===== config.mk =====
export PLATFORM = sky130hd
export DESIGN_NAME = analog_key_rapid_trigger
export DESIGN_NICKNAME = d
export VERILOG_FILES = /design/src/hdl/akrt_pkg.sv /design/src/hdl/akrt_store.sv /design/src/hdl/akrt_div.sv /design/src/hdl/analog_key_rapid_trigger.sv
export SDC_FILE = /design/constraint.sdc
export NUM_CORES = 2
export LEC_CHECK = 0
export BUFFER_PORTS_ARGS = -buffer_cell sky130_fd_sc_hd__buf_4
export CAP_MARGIN = 30
export CELL_PAD_IN_SITES_DETAIL_PLACEMENT = 0
export CELL_PAD_IN_SITES_GLOBAL_PLACEMENT = 1
export CORE_MARGIN = 2
export CORE_UTILIZATION = 58
export DETAILED_ROUTE_END_ITERATION = 7
export PLACE_DENSITY_LB_ADDON = 0.1
export SYNTH_ARGS = -nofsm -noshare
export SYNTH_HDL_FRONTEND = slang
export SYNTH_HIERARCHICAL = 1
export SYNTH_SLANG_ARGS = --single-unit

===== constraint.sdc =====
create_clock -name clk_i -period 12.5 [get_ports clk_i]
set_input_delay 1.25 -clock clk_i [delete_from_list [all_inputs] [get_ports clk_i]]
set_output_delay 1.25 -clock clk_i [all_outputs]
set_load 0.01 [all_outputs]

===== src/hdl/akrt_pkg.sv =====
package akrt_pkg;

  // fixed field widths
  localparam int unsigned KeyW     = 6;
  localparam int unsigned RawW     = 12;
  localparam int unsigned ModeW    = 2;
  localparam int unsigned LevelW   = 8;
  localparam int unsigned ScaleW   = 18;
  localparam int unsigned IdleW    = 8;
  localparam int unsigned CfgIdxW  = 3;
  localparam int unsigned CfgDataW = 12;
  localparam int unsigned SpanCfgW = 12;

  // scale divide: floor(255 * 65536 / span), saturated to 18 bits
  localparam int unsigned          QuotW          = 24;
  localparam logic [QuotW-1:0]     SCALE_DIVIDEND = 24'hFF0000;
  localparam logic [ScaleW-1:0]    SCALE_MAX      = 18'h3FFFF;
  localparam logic [LevelW-1:0]    LEVEL_MAX      = 8'd255;
  localparam logic [IdleW-1:0]     IDLE_MAX       = 8'd255;

  // mode codes
  localparam logic [ModeW-1:0] MODE_RAPID    = 2'd1;
  localparam logic [ModeW-1:0] MODE_STANDARD = 2'd2;

  // configuration register indexes
  localparam logic [CfgIdxW-1:0] CFG_RELEASE_TOP  = 3'd0;
  localparam logic [CfgIdxW-1:0] CFG_PRESS_FLOOR  = 3'd1;
  localparam logic [CfgIdxW-1:0] CFG_BOTTOM_ZONE  = 3'd2;
  localparam logic [CfgIdxW-1:0] CFG_HYSTERESIS   = 3'd3;
  localparam logic [CfgIdxW-1:0] CFG_STD_THRESH   = 3'd4;
  localparam logic [CfgIdxW-1:0] CFG_MIN_SPAN     = 3'd5;
  localparam logic [CfgIdxW-1:0] CFG_IDLE_LIMIT   = 3'd6;

  // configuration reset values
  localparam logic [LevelW-1:0]   RST_RELEASE_TOP = 8'd10;
  localparam logic [LevelW-1:0]   RST_PRESS_FLOOR = 8'd10;
  localparam logic [LevelW-1:0]   RST_BOTTOM_ZONE = 8'd35;
  localparam logic [LevelW-1:0]   RST_HYSTERESIS  = 8'd10;
  localparam logic [LevelW-1:0]   RST_STD_THRESH  = 8'd100;
  localparam logic [SpanCfgW-1:0] RST_MIN_SPAN    = 12'd200;
  localparam logic [IdleW-1:0]    RST_IDLE_LIMIT  = 8'd200;

  // sequencer states
  typedef enum logic [6:0] {
    ST_IDLE   = 7'b0000001,
    ST_READ   = 7'b0000010,
    ST_DIV1   = 7'b0000100,
    ST_MUL    = 7'b0001000,
    ST_DECIDE = 7'b0010000,
    ST_DIV2   = 7'b0100000,
    ST_WB     = 7'b1000000
  } state_e;

endpackage


===== src/hdl/akrt_store.sv =====
module akrt_store #(
  parameter int unsigned DEPTH = 64,
  parameter int unsigned WIDTH = 8,
  parameter logic [WIDTH-1:0] RST_VAL = '0,
  localparam int unsigned AW = (DEPTH > 1) ? $clog2(DEPTH) : 1
) (
  input  logic             clk_i,
  input  logic             rst_ni,
  input  logic             rd_en_i,
  input  logic [AW-1:0]    rd_addr_i,
  output logic [WIDTH-1:0] rd_data_o,
  input  logic             wr_en_i,
  input  logic [AW-1:0]    wr_addr_i,
  input  logic [WIDTH-1:0] wr_data_i
);

  logic [WIDTH-1:0] mem_q [DEPTH];
  logic [DEPTH-1:0] vld_q;
  logic [WIDTH-1:0] rd_q;
  logic             rd_vld_q;

  // entry storage, one write and one registered read per cycle
  always_ff @(posedge clk_i) begin
    if (wr_en_i) begin
      mem_q[wr_addr_i] <= wr_data_i;
    end
    if (rd_en_i) begin
      rd_q <= mem_q[rd_addr_i];
    end
  end

  // per-entry valid bits, an entry never written reads as its reset value
  always_ff @(posedge clk_i or negedge rst_ni) begin
    if (!rst_ni) begin
      vld_q    <= '0;
      rd_vld_q <= 1'b0;
    end else begin
      if (wr_en_i) begin
        vld_q[wr_addr_i] <= 1'b1;
      end
      if (rd_en_i) begin
        rd_vld_q <= vld_q[rd_addr_i];
      end
    end
  end

  assign rd_data_o = rd_vld_q ? rd_q : RST_VAL;

endmodule


===== src/hdl/akrt_div.sv =====
module akrt_div #(
  parameter int unsigned DW = 12
) (
  input  logic                        clk_i,
  input  logic                        rst_ni,
  input  logic                        start_i,
  input  logic [DW-1:0]               divisor_i,
  output logic                        done_o,
  output logic [akrt_pkg::ScaleW-1:0] scale_o
);
  import akrt_pkg::*;

  localparam int unsigned CntW = $clog2(QuotW + 1);

  logic            busy_q;
  logic            done_q;
  logic [CntW-1:0] cnt_q;
  logic [DW-1:0]   dvs_q;
  logic [DW-1:0]   rem_q;
  logic [QuotW-1:0] quo_q;
  logic [DW:0]     rem_sh;
  logic [DW:0]     rem_sub;
  logic            fits;

  // one restoring step: shift in next dividend bit, try subtract
  always_comb begin
    rem_sh  = {rem_q, quo_q[QuotW-1]};
    rem_sub = rem_sh - {1'b0, dvs_q};
    fits    = rem_sh >= {1'b0, dvs_q};
  end

  // control
  always_ff @(posedge clk_i or negedge rst_ni) begin
    if (!rst_ni) begin
      busy_q <= 1'b0;
      done_q <= 1'b0;
      cnt_q  <= '0;
    end else begin
      done_q <= 1'b0;
      if (start_i) begin
        busy_q <= 1'b1;
        cnt_q  <= CntW'(QuotW);
      end else if (busy_q) begin
        cnt_q <= cnt_q - 1'b1;
        if (cnt_q == CntW'(1)) begin
          busy_q <= 1'b0;
          done_q <= 1'b1;
        end
      end
    end
  end

  // datapath, quotient bits replace dividend bits as they shift out
  always_ff @(posedge clk_i) begin
    if (start_i) begin
      dvs_q <= divisor_i;
      rem_q <= '0;
      quo_q <= SCALE_DIVIDEND;
    end else if (busy_q) begin
      rem_q <= fits ? rem_sub[DW-1:0] : rem_sh[DW-1:0];
      quo_q <= {quo_q[QuotW-2:0], fits};
    end
  end

  assign done_o  = done_q;
  assign scale_o = (|quo_q[QuotW-1:ScaleW]) ? SCALE_MAX : quo_q[ScaleW-1:0];

endmodule


===== src/hdl/analog_key_rapid_trigger.sv =====
// Per-key analog switch qualifier. Each input transaction carries one raw sample
// of one key; the block looks up that key's min, max, scale, stored level,
// held state and idle count in an on-chip table, updates them and returns one
// result transaction with the key, its stored level, its held state and its
// report bit. Items are processed one at a time; a sample needs at most two
// scale divides, one when min or max moves and one when the key releases
// near the top or recalibrates, each only when the span exceeds the minimum
// span. The divide is a one-bit-per-cycle restoring divider producing the
// 24-bit quotient. The next sample may be accepted while the previous result
// waits at the output. Table entries start at their reset values through
// per-key valid bits, so no clearing pass is needed. Configuration must be
// written through the cfg channel only while the block is idle; the block
// itself does not enforce this, and cfg_ready_o is always high.
module analog_key_rapid_trigger #(
  parameter int unsigned NUM_KEYS = 64,
  parameter int unsigned ADC_BITS = 12
) (
  input  logic                          clk_i,
  input  logic                          rst_ni,
  input  logic                          cfg_valid_i,
  output logic                          cfg_ready_o,
  input  logic [akrt_pkg::CfgIdxW-1:0]  cfg_index_i,
  input  logic [akrt_pkg::CfgDataW-1:0] cfg_data_i,
  input  logic                          in_valid_i,
  output logic                          in_ready_o,
  input  logic [akrt_pkg::KeyW-1:0]     key_index_i,
  input  logic [akrt_pkg::RawW-1:0]     raw_sample_i,
  input  logic [akrt_pkg::ModeW-1:0]    mode_i,
  output logic                          out_valid_o,
  input  logic                          out_ready_i,
  output logic [akrt_pkg::KeyW-1:0]     key_out_o,
  output logic [akrt_pkg::LevelW-1:0]   level_o,
  output logic                          held_o,
  output logic                          report_o
);
  import akrt_pkg::*;

  localparam int unsigned AW    = (NUM_KEYS > 1) ? $clog2(NUM_KEYS) : 1;
  localparam int unsigned EW    = 2 * ADC_BITS + ScaleW + LevelW + 1 + IdleW;
  localparam int unsigned ProdW = ADC_BITS + ScaleW;
  localparam logic [EW-1:0] EntryRst = {{ADC_BITS{1'b1}}, {(EW - ADC_BITS){1'b0}}};

  // configuration registers
  logic [LevelW-1:0]   rel_top_q, press_floor_q, bottom_zone_q, hyst_q, std_thr_q;
  logic [SpanCfgW-1:0] min_span_q;
  logic [IdleW-1:0]    idle_limit_q;

  // sequencer and working registers
  state_e              st_q, st_d;
  logic [KeyW-1:0]     key_q;
  logic [ADC_BITS-1:0] raw_q;
  logic [ModeW-1:0]    mode_q;
  logic                oor_q;
  logic [ADC_BITS-1:0] min_q, max_q;
  logic [ScaleW-1:0]   scale_q;
  logic [LevelW-1:0]   prev_q, lvl_q;
  logic                pressed_q, report_q;
  logic [IdleW-1:0]    idle_q;
  logic [ProdW-1:0]    prod_q;

  // output register
  logic                out_valid_q;
  logic [KeyW-1:0]     key_out_q;
  logic [LevelW-1:0]   level_out_q;
  logic                held_out_q, report_out_q;

  // table and divider hookup
  logic                in_acc, out_free, key_oor;
  logic [EW-1:0]       rd_data;
  logic [ADC_BITS-1:0] rd_min, rd_max;
  logic [ScaleW-1:0]   rd_scale;
  logic [LevelW-1:0]   rd_level;
  logic                rd_pressed;
  logic [IdleW-1:0]    rd_idle;
  logic                wr_en;
  logic                div_start, div_done;
  logic [ADC_BITS-1:0] div_span;
  logic [ScaleW-1:0]   div_scale;

  // read-stage terms
  logic [ADC_BITS-1:0] min_n, max_n, span1;
  logic                changed, cond1;

  // decide-stage terms
  logic [ADC_BITS-1:0] span3, span2;
  logic                cond3, cond2;
  logic [LevelW-1:0]   lvl_c, lvl_n, bottom;
  logic [LevelW:0]     prev_p_hyst, lvl_p_hyst;
  logic                pressed_n, report_n, rescale3, recal;
  logic [IdleW-1:0]    idle_n;

  assign in_acc      = in_valid_i && in_ready_o;
  assign in_ready_o  = (st_q == ST_IDLE);
  assign out_free    = !out_valid_q || out_ready_i;
  assign cfg_ready_o = 1'b1;
  assign key_oor     = 32'(key_index_i) >= NUM_KEYS;

  // configuration writes
  always_ff @(posedge clk_i or negedge rst_ni) begin
    if (!rst_ni) begin
      rel_top_q     <= RST_RELEASE_TOP;
      press_floor_q <= RST_PRESS_FLOOR;
      bottom_zone_q <= RST_BOTTOM_ZONE;
      hyst_q        <= RST_HYSTERESIS;
      std_thr_q     <= RST_STD_THRESH;
      min_span_q    <= RST_MIN_SPAN;
      idle_limit_q  <= RST_IDLE_LIMIT;
    end else if (cfg_valid_i) begin
      case (cfg_index_i)
        CFG_RELEASE_TOP: rel_top_q     <= cfg_data_i[LevelW-1:0];
        CFG_PRESS_FLOOR: press_floor_q <= cfg_data_i[LevelW-1:0];
        CFG_BOTTOM_ZONE: bottom_zone_q <= cfg_data_i[LevelW-1:0];
        CFG_HYSTERESIS:  hyst_q        <= cfg_data_i[LevelW-1:0];
        CFG_STD_THRESH:  std_thr_q     <= cfg_data_i[LevelW-1:0];
        CFG_MIN_SPAN:    min_span_q    <= cfg_data_i[SpanCfgW-1:0];
        CFG_IDLE_LIMIT:  idle_limit_q  <= cfg_data_i[IdleW-1:0];
        default: ;
      endcase
    end
  end

  // per-key state table
  akrt_store #(
    .DEPTH   (NUM_KEYS),
    .WIDTH   (EW),
    .RST_VAL (EntryRst)
  ) u_store (
    .clk_i     (clk_i),
    .rst_ni    (rst_ni),
    .rd_en_i   (in_acc),
    .rd_addr_i (AW'(key_index_i)),
    .rd_data_o (rd_data),
    .wr_en_i   (wr_en),
    .wr_addr_i (AW'(key_q)),
    .wr_data_i ({min_q, max_q, scale_q, lvl_q, pressed_q, idle_q})
  );

  assign {rd_min, rd_max, rd_scale, rd_level, rd_pressed, rd_idle} = rd_data;

  // shared scale divider
  akrt_div #(
    .DW (ADC_BITS)
  ) u_div (
    .clk_i     (clk_i),
    .rst_ni    (rst_ni),
    .start_i   (div_start),
    .divisor_i (div_span),
    .done_o    (div_done),
    .scale_o   (div_scale)
  );

  // min/max tracking on the fetched entry
  always_comb begin
    max_n   = (raw_q > rd_max) ? raw_q : rd_max;
    min_n   = (raw_q < rd_min) ? raw_q : rd_min;
    changed = (raw_q > rd_max) || (raw_q < rd_min);
    span1   = max_n - min_n;
    cond1   = changed && (max_n > min_n) && (32'(span1) > 32'(min_span_q));
  end

  // level saturation and key state update
  always_comb begin
    lvl_c       = (|prod_q[ProdW-1:16+LevelW]) ? LEVEL_MAX : prod_q[16+LevelW-1:16];
    bottom      = LEVEL_MAX - bottom_zone_q;
    prev_p_hyst = {1'b0, prev_q} + {1'b0, hyst_q};
    lvl_p_hyst  = {1'b0, lvl_c} + {1'b0, hyst_q};
    lvl_n       = lvl_c;
    pressed_n   = pressed_q;
    report_n    = 1'b0;
    idle_n      = idle_q;
    rescale3    = 1'b0;
    if (mode_q == MODE_RAPID) begin
      if (pressed_q) begin
        idle_n = '0;
        if ((lvl_c < rel_top_q) && (lvl_c < prev_q)) begin
          pressed_n = 1'b0;
          rescale3  = 1'b1;
        end else if ((lvl_p_hyst < {1'b0, prev_q}) && (lvl_c < bottom)) begin
          pressed_n = 1'b0;
        end else if ((lvl_c >= bottom) || (lvl_c > prev_q)) begin
          report_n = 1'b1;
        end else begin
          report_n = 1'b1;
          lvl_n    = prev_q;
        end
      end else begin
        if (({1'b0, lvl_c} > prev_p_hyst) && (lvl_c > press_floor_q)) begin
          idle_n    = '0;
          pressed_n = 1'b1;
          report_n  = 1'b1;
        end else if (lvl_c > prev_q) begin
          lvl_n = prev_q;
        end else if (lvl_c == prev_q) begin
          if (idle_q != IDLE_MAX) begin
            idle_n = idle_q + 1'b1;
          end
        end else begin
          idle_n = '0;
        end
      end
    end else if (mode_q == MODE_STANDARD) begin
      report_n = lvl_c > std_thr_q;
    end
    recal = (idle_n > idle_limit_q) && !pressed_n;
    span3 = max_q - min_q;
    cond3 = (max_q > min_q) && (32'(span3) > 32'(min_span_q));
    span2 = max_q - raw_q;
    cond2 = (max_q > raw_q) && (32'(span2) > 32'(min_span_q));
  end

  // divider launch
  always_comb begin
    div_start = 1'b0;
    div_span  = span1;
    if (st_q == ST_READ) begin
      div_start = cond1;
    end else if (st_q == ST_DECIDE) begin
      div_span  = rescale3 ? span3 : span2;
      div_start = (rescale3 && cond3) || (recal && cond2);
    end
  end

  assign wr_en = (st_q == ST_WB) && out_free && !oor_q;

  // sequencer next state
  always_comb begin
    st_d = st_q;
    case (st_q)
      ST_IDLE: begin
        if (in_acc) begin
          st_d = key_oor ? ST_WB : ST_READ;
        end
      end
      ST_READ: begin
        st_d = cond1 ? ST_DIV1 : ST_MUL;
      end
      ST_DIV1: begin
        if (div_done) begin
          st_d = ST_MUL;
        end
      end
      ST_MUL: begin
        st_d = ST_DECIDE;
      end
      ST_DECIDE: begin
        st_d = div_start ? ST_DIV2 : ST_WB;
      end
      ST_DIV2: begin
        if (div_done) begin
          st_d = ST_WB;
        end
      end
      ST_WB: begin
        if (out_free) begin
          st_d = ST_IDLE;
        end
      end
      default: st_d = ST_IDLE;
    endcase
  end

  always_ff @(posedge clk_i or negedge rst_ni) begin
    if (!rst_ni) begin
      st_q <= ST_IDLE;
    end else begin
      st_q <= st_d;
    end
  end

  // working registers, no overlap between items so no forwarding needed
  always_ff @(posedge clk_i) begin
    case (st_q)
      ST_IDLE: begin
        if (in_acc) begin
          key_q  <= key_index_i;
          raw_q  <= ADC_BITS'(raw_sample_i);
          mode_q <= mode_i;
          oor_q  <= key_oor;
        end
      end
      ST_READ: begin
        min_q     <= min_n;
        max_q     <= max_n;
        scale_q   <= rd_scale;
        prev_q    <= rd_level;
        pressed_q <= rd_pressed;
        idle_q    <= rd_idle;
      end
      ST_DIV1: begin
        if (div_done) begin
          scale_q <= div_scale;
        end
      end
      ST_MUL: begin
        prod_q <= {{ScaleW{1'b0}}, raw_q - min_q} * {{ADC_BITS{1'b0}}, scale_q};
      end
      ST_DECIDE: begin
        lvl_q     <= lvl_n;
        pressed_q <= pressed_n;
        report_q  <= report_n;
        idle_q    <= recal ? '0 : idle_n;
        if (recal) begin
          min_q <= raw_q;
        end
      end
      ST_DIV2: begin
        if (div_done) begin
          scale_q <= div_scale;
        end
      end
      default: ;
    endcase
  end

  // result register
  always_ff @(posedge clk_i or negedge rst_ni) begin
    if (!rst_ni) begin
      out_valid_q <= 1'b0;
    end else if ((st_q == ST_WB) && out_free) begin
      out_valid_q <= 1'b1;
    end else if (out_ready_i) begin
      out_valid_q <= 1'b0;
    end
  end

  always_ff @(posedge clk_i) begin
    if ((st_q == ST_WB) && out_free) begin
      key_out_q    <= key_q;
      level_out_q  <= oor_q ? '0 : lvl_q;
      held_out_q   <= !oor_q && pressed_q;
      report_out_q <= !oor_q && report_q;
    end
  end

  assign out_valid_o = out_valid_q;
  assign key_out_o   = key_out_q;
  assign level_o     = level_out_q;
  assign held_o      = held_out_q;
  assign report_o    = report_out_q;

endmodule


# ---- Word level (Yosys, flattened, before mapping)
# Memory sizes are Yosys's and may differ from the RTL's. A register that Yosys moved wholly into a read port is not among the register bits.
# Cells that the tools add are included.
dict set report word_totals {
  ff_bits 322
  mem_bits_rw 3776
  inputBits 40
  out_inout_bits 19
  wordCells 194
  memories 1
}
# memory depth word_bits rd rd_ports_with_merged_regs write_ports line_no
set mem_list {}
lappend mem_list {u_store.mem_q 64 59 1 1 1 akrt_store.sv:17} ;# logic [WIDTH-1:0] mem_q [DEPTH];
dict set report classes {
  addsub 10
  mul 1
  magnitude_cmp 22
  n_eq_ne 24
  muxes 64
  bitwise_logic 1
  n_reduce_logical 38
}
# operator count
set op_table {}
lappend op_table {{$mux 8} 15}
lappend op_table {{$gt 12x12->1} 7}
lappend op_table {{$mux 12} 7}
lappend op_table {{$or 64x64->64} 1}
lappend op_table {{$sub 12x12->12} 5}
lappend op_table {{$mux 59} 1}
lappend op_table {{$pmux 7 s7} 1}
lappend op_table {{$mux 18} 2}
lappend op_table {{$pmux 18 s2} 1}
lappend op_table {{$mux 7} 5}
lappend op_table {{$gt 8x8->1} 4}
lappend op_table {{$mul 12x18->30} 1}
lappend op_table {{$lt 8x8->1} 3}
lappend op_table {{$mux 1} 24}
lappend op_table {{$pmux 12 s2} 1}
lappend op_table {{$reduce_and 2->1} 10}
lappend op_table {{$add 8x8->9} 2}
lappend op_table {{$pmux 8 s2} 1}
lappend op_table {{$lt 6x7->1 const B} 2}
lappend op_table {{$ge 13x12->1} 1}
lappend op_table {{$logic_and 1x1->1} 13}
lappend op_table {{$lt 12x12->1} 1}
lappend op_table {{$reduce_or 6->1} 2}
lappend op_table {{$mux 5} 2}
lappend op_table {{34 further kinds} 48}

# ---- Logic depth before layout (Yosys ltp)
dict set report logic_depth {
  depth_word 17
  ltp_mapped 33
  depth_no_buf 32
}

# ---- Hierarchy
# Netlist, hierarchy kept.
# mod n_inst cells_per_inst area_each_um2 seq_area_each_um2
set by_module_without_submodules {}
lappend by_module_without_submodules {akrt_store 1 6298 146883.4 116787.0}
lappend by_module_without_submodules {analog_key_rapid_trigger 1 2026 19522.5 5268.8}
lappend by_module_without_submodules {akrt_div 1 291 2871.5 1256.2}

# ---- Least setup slack after synthesis
# No wires, ideal clock.
dict set report synth_path {
  kind {reg-to-reg}
  startpoint {register min_q[1]}
  endpoint {register prod_q[29], data pin}
  setup_ns 0.258
  arrival_ns 7.731
  t_required_ns 12.242
  setup_slack_ns 4.511
  stages_incl_launch_ff 31
  path_buffers 1
  period_less_slack_ns 7.989
  path_cell_list {edfxtp_1 > inv_1 > fa_1 > a21o_1 > a21oi_1 > o21bai_1 > a21oi_1 > o21ai_1 > a21o_1 > a21oi_1 > xnor2_1 > clkbuf_1 > nand2_1 > fa_1 > fa_1 > inv_1 > fa_1 > fa_1 > inv_1 > fa_1 > inv_1 > ha_1 > nand4_1 > nor3_1 > o211ai_1 > nand3_1 > o2111ai_1 > o21ai_1 > nand3_1 > a31o_2 > xnor2_1}
}
dict set report synth_via {
  elab_chain_cells 2
}
# item line_no
set synth_rtl {}
lappend synth_rtl {{start: declaration} analog_key_rapid_trigger.sv:54} ;# logic [ADC_BITS-1:0] min_q, max_q;
lappend synth_rtl {{start signal: assignment} analog_key_rapid_trigger.sv:282} ;# min_q <= min_n;
lappend synth_rtl {{start signal: assignment} analog_key_rapid_trigger.sv:303} ;# min_q <= raw_q;
lappend synth_rtl {{$sub 12x12->12} analog_key_rapid_trigger.sv:295} ;# prod_q <= {{ScaleW{1'b0}}, raw_q - min_q} * {{ADC_BITS{1'b0}}, scale_q};
lappend synth_rtl {{$mul 12x18->30} analog_key_rapid_trigger.sv:295}
lappend synth_rtl {{end signal: assignment} analog_key_rapid_trigger.sv:295}
lappend synth_rtl {{end: declaration} analog_key_rapid_trigger.sv:59} ;# logic [ProdW-1:0] prod_q;
# Every way passes these cells.
# A chain may end at the register's enable or synchronous reset.

# ---- Final worst setup path
# Same ends and word-level chain as after synthesis.

==> results by group <==
Route
  – Vias: 91,030
  – DR pass1 iterations: 6
  – Drt wl/cell: 37.20 µm
  – Routed WL: 492.7 mm
  – 1st-iter DRT viols: 14,110
  – DR vias/cell: 6.872
  – DRC: 0
  – Antenna viol nets, final: 0

Timing
  – Max_slew headroom: 24.44%
  – Fin Clk Skew: 0.06483 ns
  – RSZ-0062 raised after global routing: false
  – Final-report hold violation count: 0
  – Worst Setup Slack, final: 4.183 ns
  – Slew Viols, Final: 0
  – WHS: 0.3159 ns
  – Max Clock Freq: 0.1202 GHz
  – Fin crit period: 8.317 ns
  – # setup viols final: 0
  – Period Utilization, post-route: 66.54%
  – Setup TNS: 0 ns
  – Worst slew pin tran: 1.133 ns

Power
  – Flop pwr share: 35.8%
  – Leakage: 63.05 nW
  – Logic gate share of total power: 38.3%
  – Total power density per cell area: 252.6 nW/µm²
  – Peak supply drop: 1.068 mV
  – Internal: 31.64 mW
  – Net Sw Power: 16.28 mW
  – Clock power share: 25.8%
  – Sw Ratio: 33.97%

Setup path
  – Reg2Reg Setup Slack: 4.18 ns
  – Top cell by count, worst path: fa_1
  – Critical path class: register to register
  – Slowest stage delay, CP: 0.51 ns
  – Crit path launch: min_q[1]
  – CP max FO: 66
  – CP Launch Type: register
  – Critical register-to-register path startpoint: min_q[1]
  – Critical path data required time: 13.21 ns
  – Worst setup EP type: register
  – CP max-delay cell: fa_1
  – Arrival @ worst endpoint: 9.02 ns

Global route
  – Global-route met3 utilization: 7.415%
  – GRT busiest layer: met2
  – First-pass GRT wire length: 687.2 mm
  – GRT Residual Overflow: 0
  – Met2 usage: 51.02%
  – Initial antenna violation count: 32
  – Vias in the first global route: 88,880
  – Largest net degree at the start of global routing: 93
  – Gr usage total: 33.49%
  – Met1 Track Usage GR: 49.56%

Place
  – HPWL Detailed: 282.9 mm
  – Dpl ws: 4.150 ns
  – Dpl cells: 12,460
  – IO Port Bufs: 57
  – Global placement routability congestion: 0.8859

Finish
  – Share of layout cells above drive strength 1: 23.75%
  – Final #Nets: 9,450
  – Area occupied by multi-input gates: 43,250 µm²
  – Final std cells w/o fill: 13,250
  – Filler Cell Count: 19,400
  – Register area: 123,300 µm²
  – P&R area growth vs syn: 12.07%

Logic synthesis
  – Post-synth top area cell: edfxtp_1
  – Yosys reg bits: 4,141
  – Sequential fraction of the synthesis area: 72.85%
  – Area contributors post-synth: edfxtp_1 (70%), mux4_2 (13%), fa_1 (2.0%)
  – Yosys warns: 6
  – Synth top cells by count: edfxtp_1 (3,965), mux4_2 (952), a22oi_1 (428)
  – Post-synth EDFFs: 3,965
  – Area fraction of the dominant cell type after synthesis: 70.34%
  – FFs w/ async S/R, synth: 3.381%
  – Synth Area per Inst: 19.65 µm²
  – Syn_nets: 9,084
  – Most common cell in the synthesized netlist: edfxtp_1
  – Post-Syn Area: 169,300 µm²
  – Synth Instances: 8,615
  – Post-synth top flop: edfxtp_1
  – Unique masters post-synth: 92

CTS
  – Max H-tree Level: 5
  – Hold-fix buffers, CTS: 0
  – Setup bufs post-CTS: 0
  – CTS clock-pin slew for the worst setup and hold paths: 0.06 ns
  – CTS Root Cell: clkbuf_16
  – CTS Sinks: 4,141
  – Post-cts resize count: 0
  – CTS Buf Count: 416
  – CTS tree: yes
  – Worst-Skew Late Latency: 0.98 ns
  – Max Buffers Root-to-Sink: 4

Die
  – Initial Util: 58.25%
  – Die width: 544.2 µm
  – Total die area: 296,200 µm²
  – Chip Height: 544.2 µm
  – Core area: 290,600 µm²
  – Io pins: 59
  – Row Count: 198

Status
  – Status: complete, no violations

Min path
  – Hold Path Class: input pin to async pin

Flow run
  – Maxcap violations: 0
## through the flow
| stage | area (µm²) | power, mW | utilization, % |
|---|---|---|---|
| after floorplan | 169300 | 31.33 | - |
| after global placement | 175500 | 36.25 | 60.38 |
| after detailed placement | 176000 | 35.99 | 60.58 |
| after CTS | 189500 | 48.33 | 65.22 |
| after global routing | 189700 | 51.56 | 65.28 |
| final | 189700 | 47.92 | 65.28 |
## routing by layer
layer / share of wire, % / wire length (µm)
met5: 0.068 / 333
met4: 3.0 / 14950
met3: 12 / 61040
met2: 46 / 228600
met1: 38 / 187800
## cell families after synthesis
| family | after synthesis | share of synthesized area, % |
|---|---|---|
| xor gates and xnor gates | 78 | 0.4036 |
| buffers and inverters | 770 | 1.950 |
| DFF | 4141 | 72.85 |
| muxes | 1076 | 13.45 |
| and+or+nand+nor | 1059 | 3.276 |
| adders and majority gates | 429 | 3.907 |
| AOI/OAI and AO/OA | 1061 | 4.164 |
| other | 1 | 0.002215 |
## state kept, by name (all words and copies together) (netlist names), 12 cells and up
register,cells
prod_q,14
raw_q,12
u_div/quo_q,24
scale_q,18
u_store/vld_q,64
min_span_q,12
u_div/rem_q,12
u_div/dvs_q,12
max_q,12
u_store/rd_q,59
u_store/mem_q,3776
min_q,12
## worst max-delay path: cells and delay by family, from the launching register on
kind | cells | cell delay, ns
adders and majority gates | 7 | 3.22
DFF | 1 | 0.32
and+or+nand+nor | 5 | 0.81
AOI/OAI and AO/OA | 11 | 2.26
buffers and inverters | 6 | 1.17
xor gates and xnor gates | 2 | 0.25
## path summary, 6_finish.rpt
check,cells after the start,endpoint
setup reg to reg,31,prod_q[29]
min in group clk_i,0,report_o
hold reg to reg,0,report_o
setup / recovery,31,prod_q[29]
hold / removal,1,min_span_q[11]
max in group asynchronous,2,u_store/rd_vld_q
## final cells by class
type                            count  share of cell area [%]
Clock inverter                    270                   1.377
Multi-Input combinational cell   3704                   22.80
Antenna cell                       10                 0.01319
Sequential cell                  4141                   65.00
Tap cell                         3900                   2.572
Inverter                          340                  0.6727
Timing Repair Buffer              378                   1.832
Clock buffer                      502                   5.729
## power groups by stage
stage	Clock (mW)	Sequential [mW]	Combinational (mW)
5_1_grt	13.0	17.2	21.3
2_1_floorplan	0	17.7	13.7
3_3_place_gp	0	17.5	18.8
3_5_place_dp	0	17.5	18.5
6_report	12.4	17.2	18.4
4_1_cts	12.5	17.2	18.7
## cells in the final DEF (no fill, tap or decap), types with 16 or more instances in the layout
cell and n:
buf_16 16, or4_1 47, inv_1 340, nand4_1 47, or2_2 93, dfrtp_1 119
nor3_1 29, xnor2_1 52, o22ai_1 18, clkinv_2 93, dfxtp_1 36, bufinv_16 41
dfstp_2 19, ha_1 263, a21o_1 50, edfxtp_1 3965, o21ai_0 111, clkbuf_1 78
mux4_2 952, nand3_1 68, fa_1 166, a21oi_1 288, o21a_1 18, and2_1 119
nand2b_1 63, buf_4 334, buf_12 23, a211oi_1 22, nor2_1 115, clkbuf_16 421
mux2_2 64, mux2i_1 53, a31oi_1 17, a22oi_1 428, nand2_1 282, nor2b_1 43
clkinv_1 91, xor2_1 23, nor2_4 64
No activity file was read; power rests on OpenSTA's default activity.
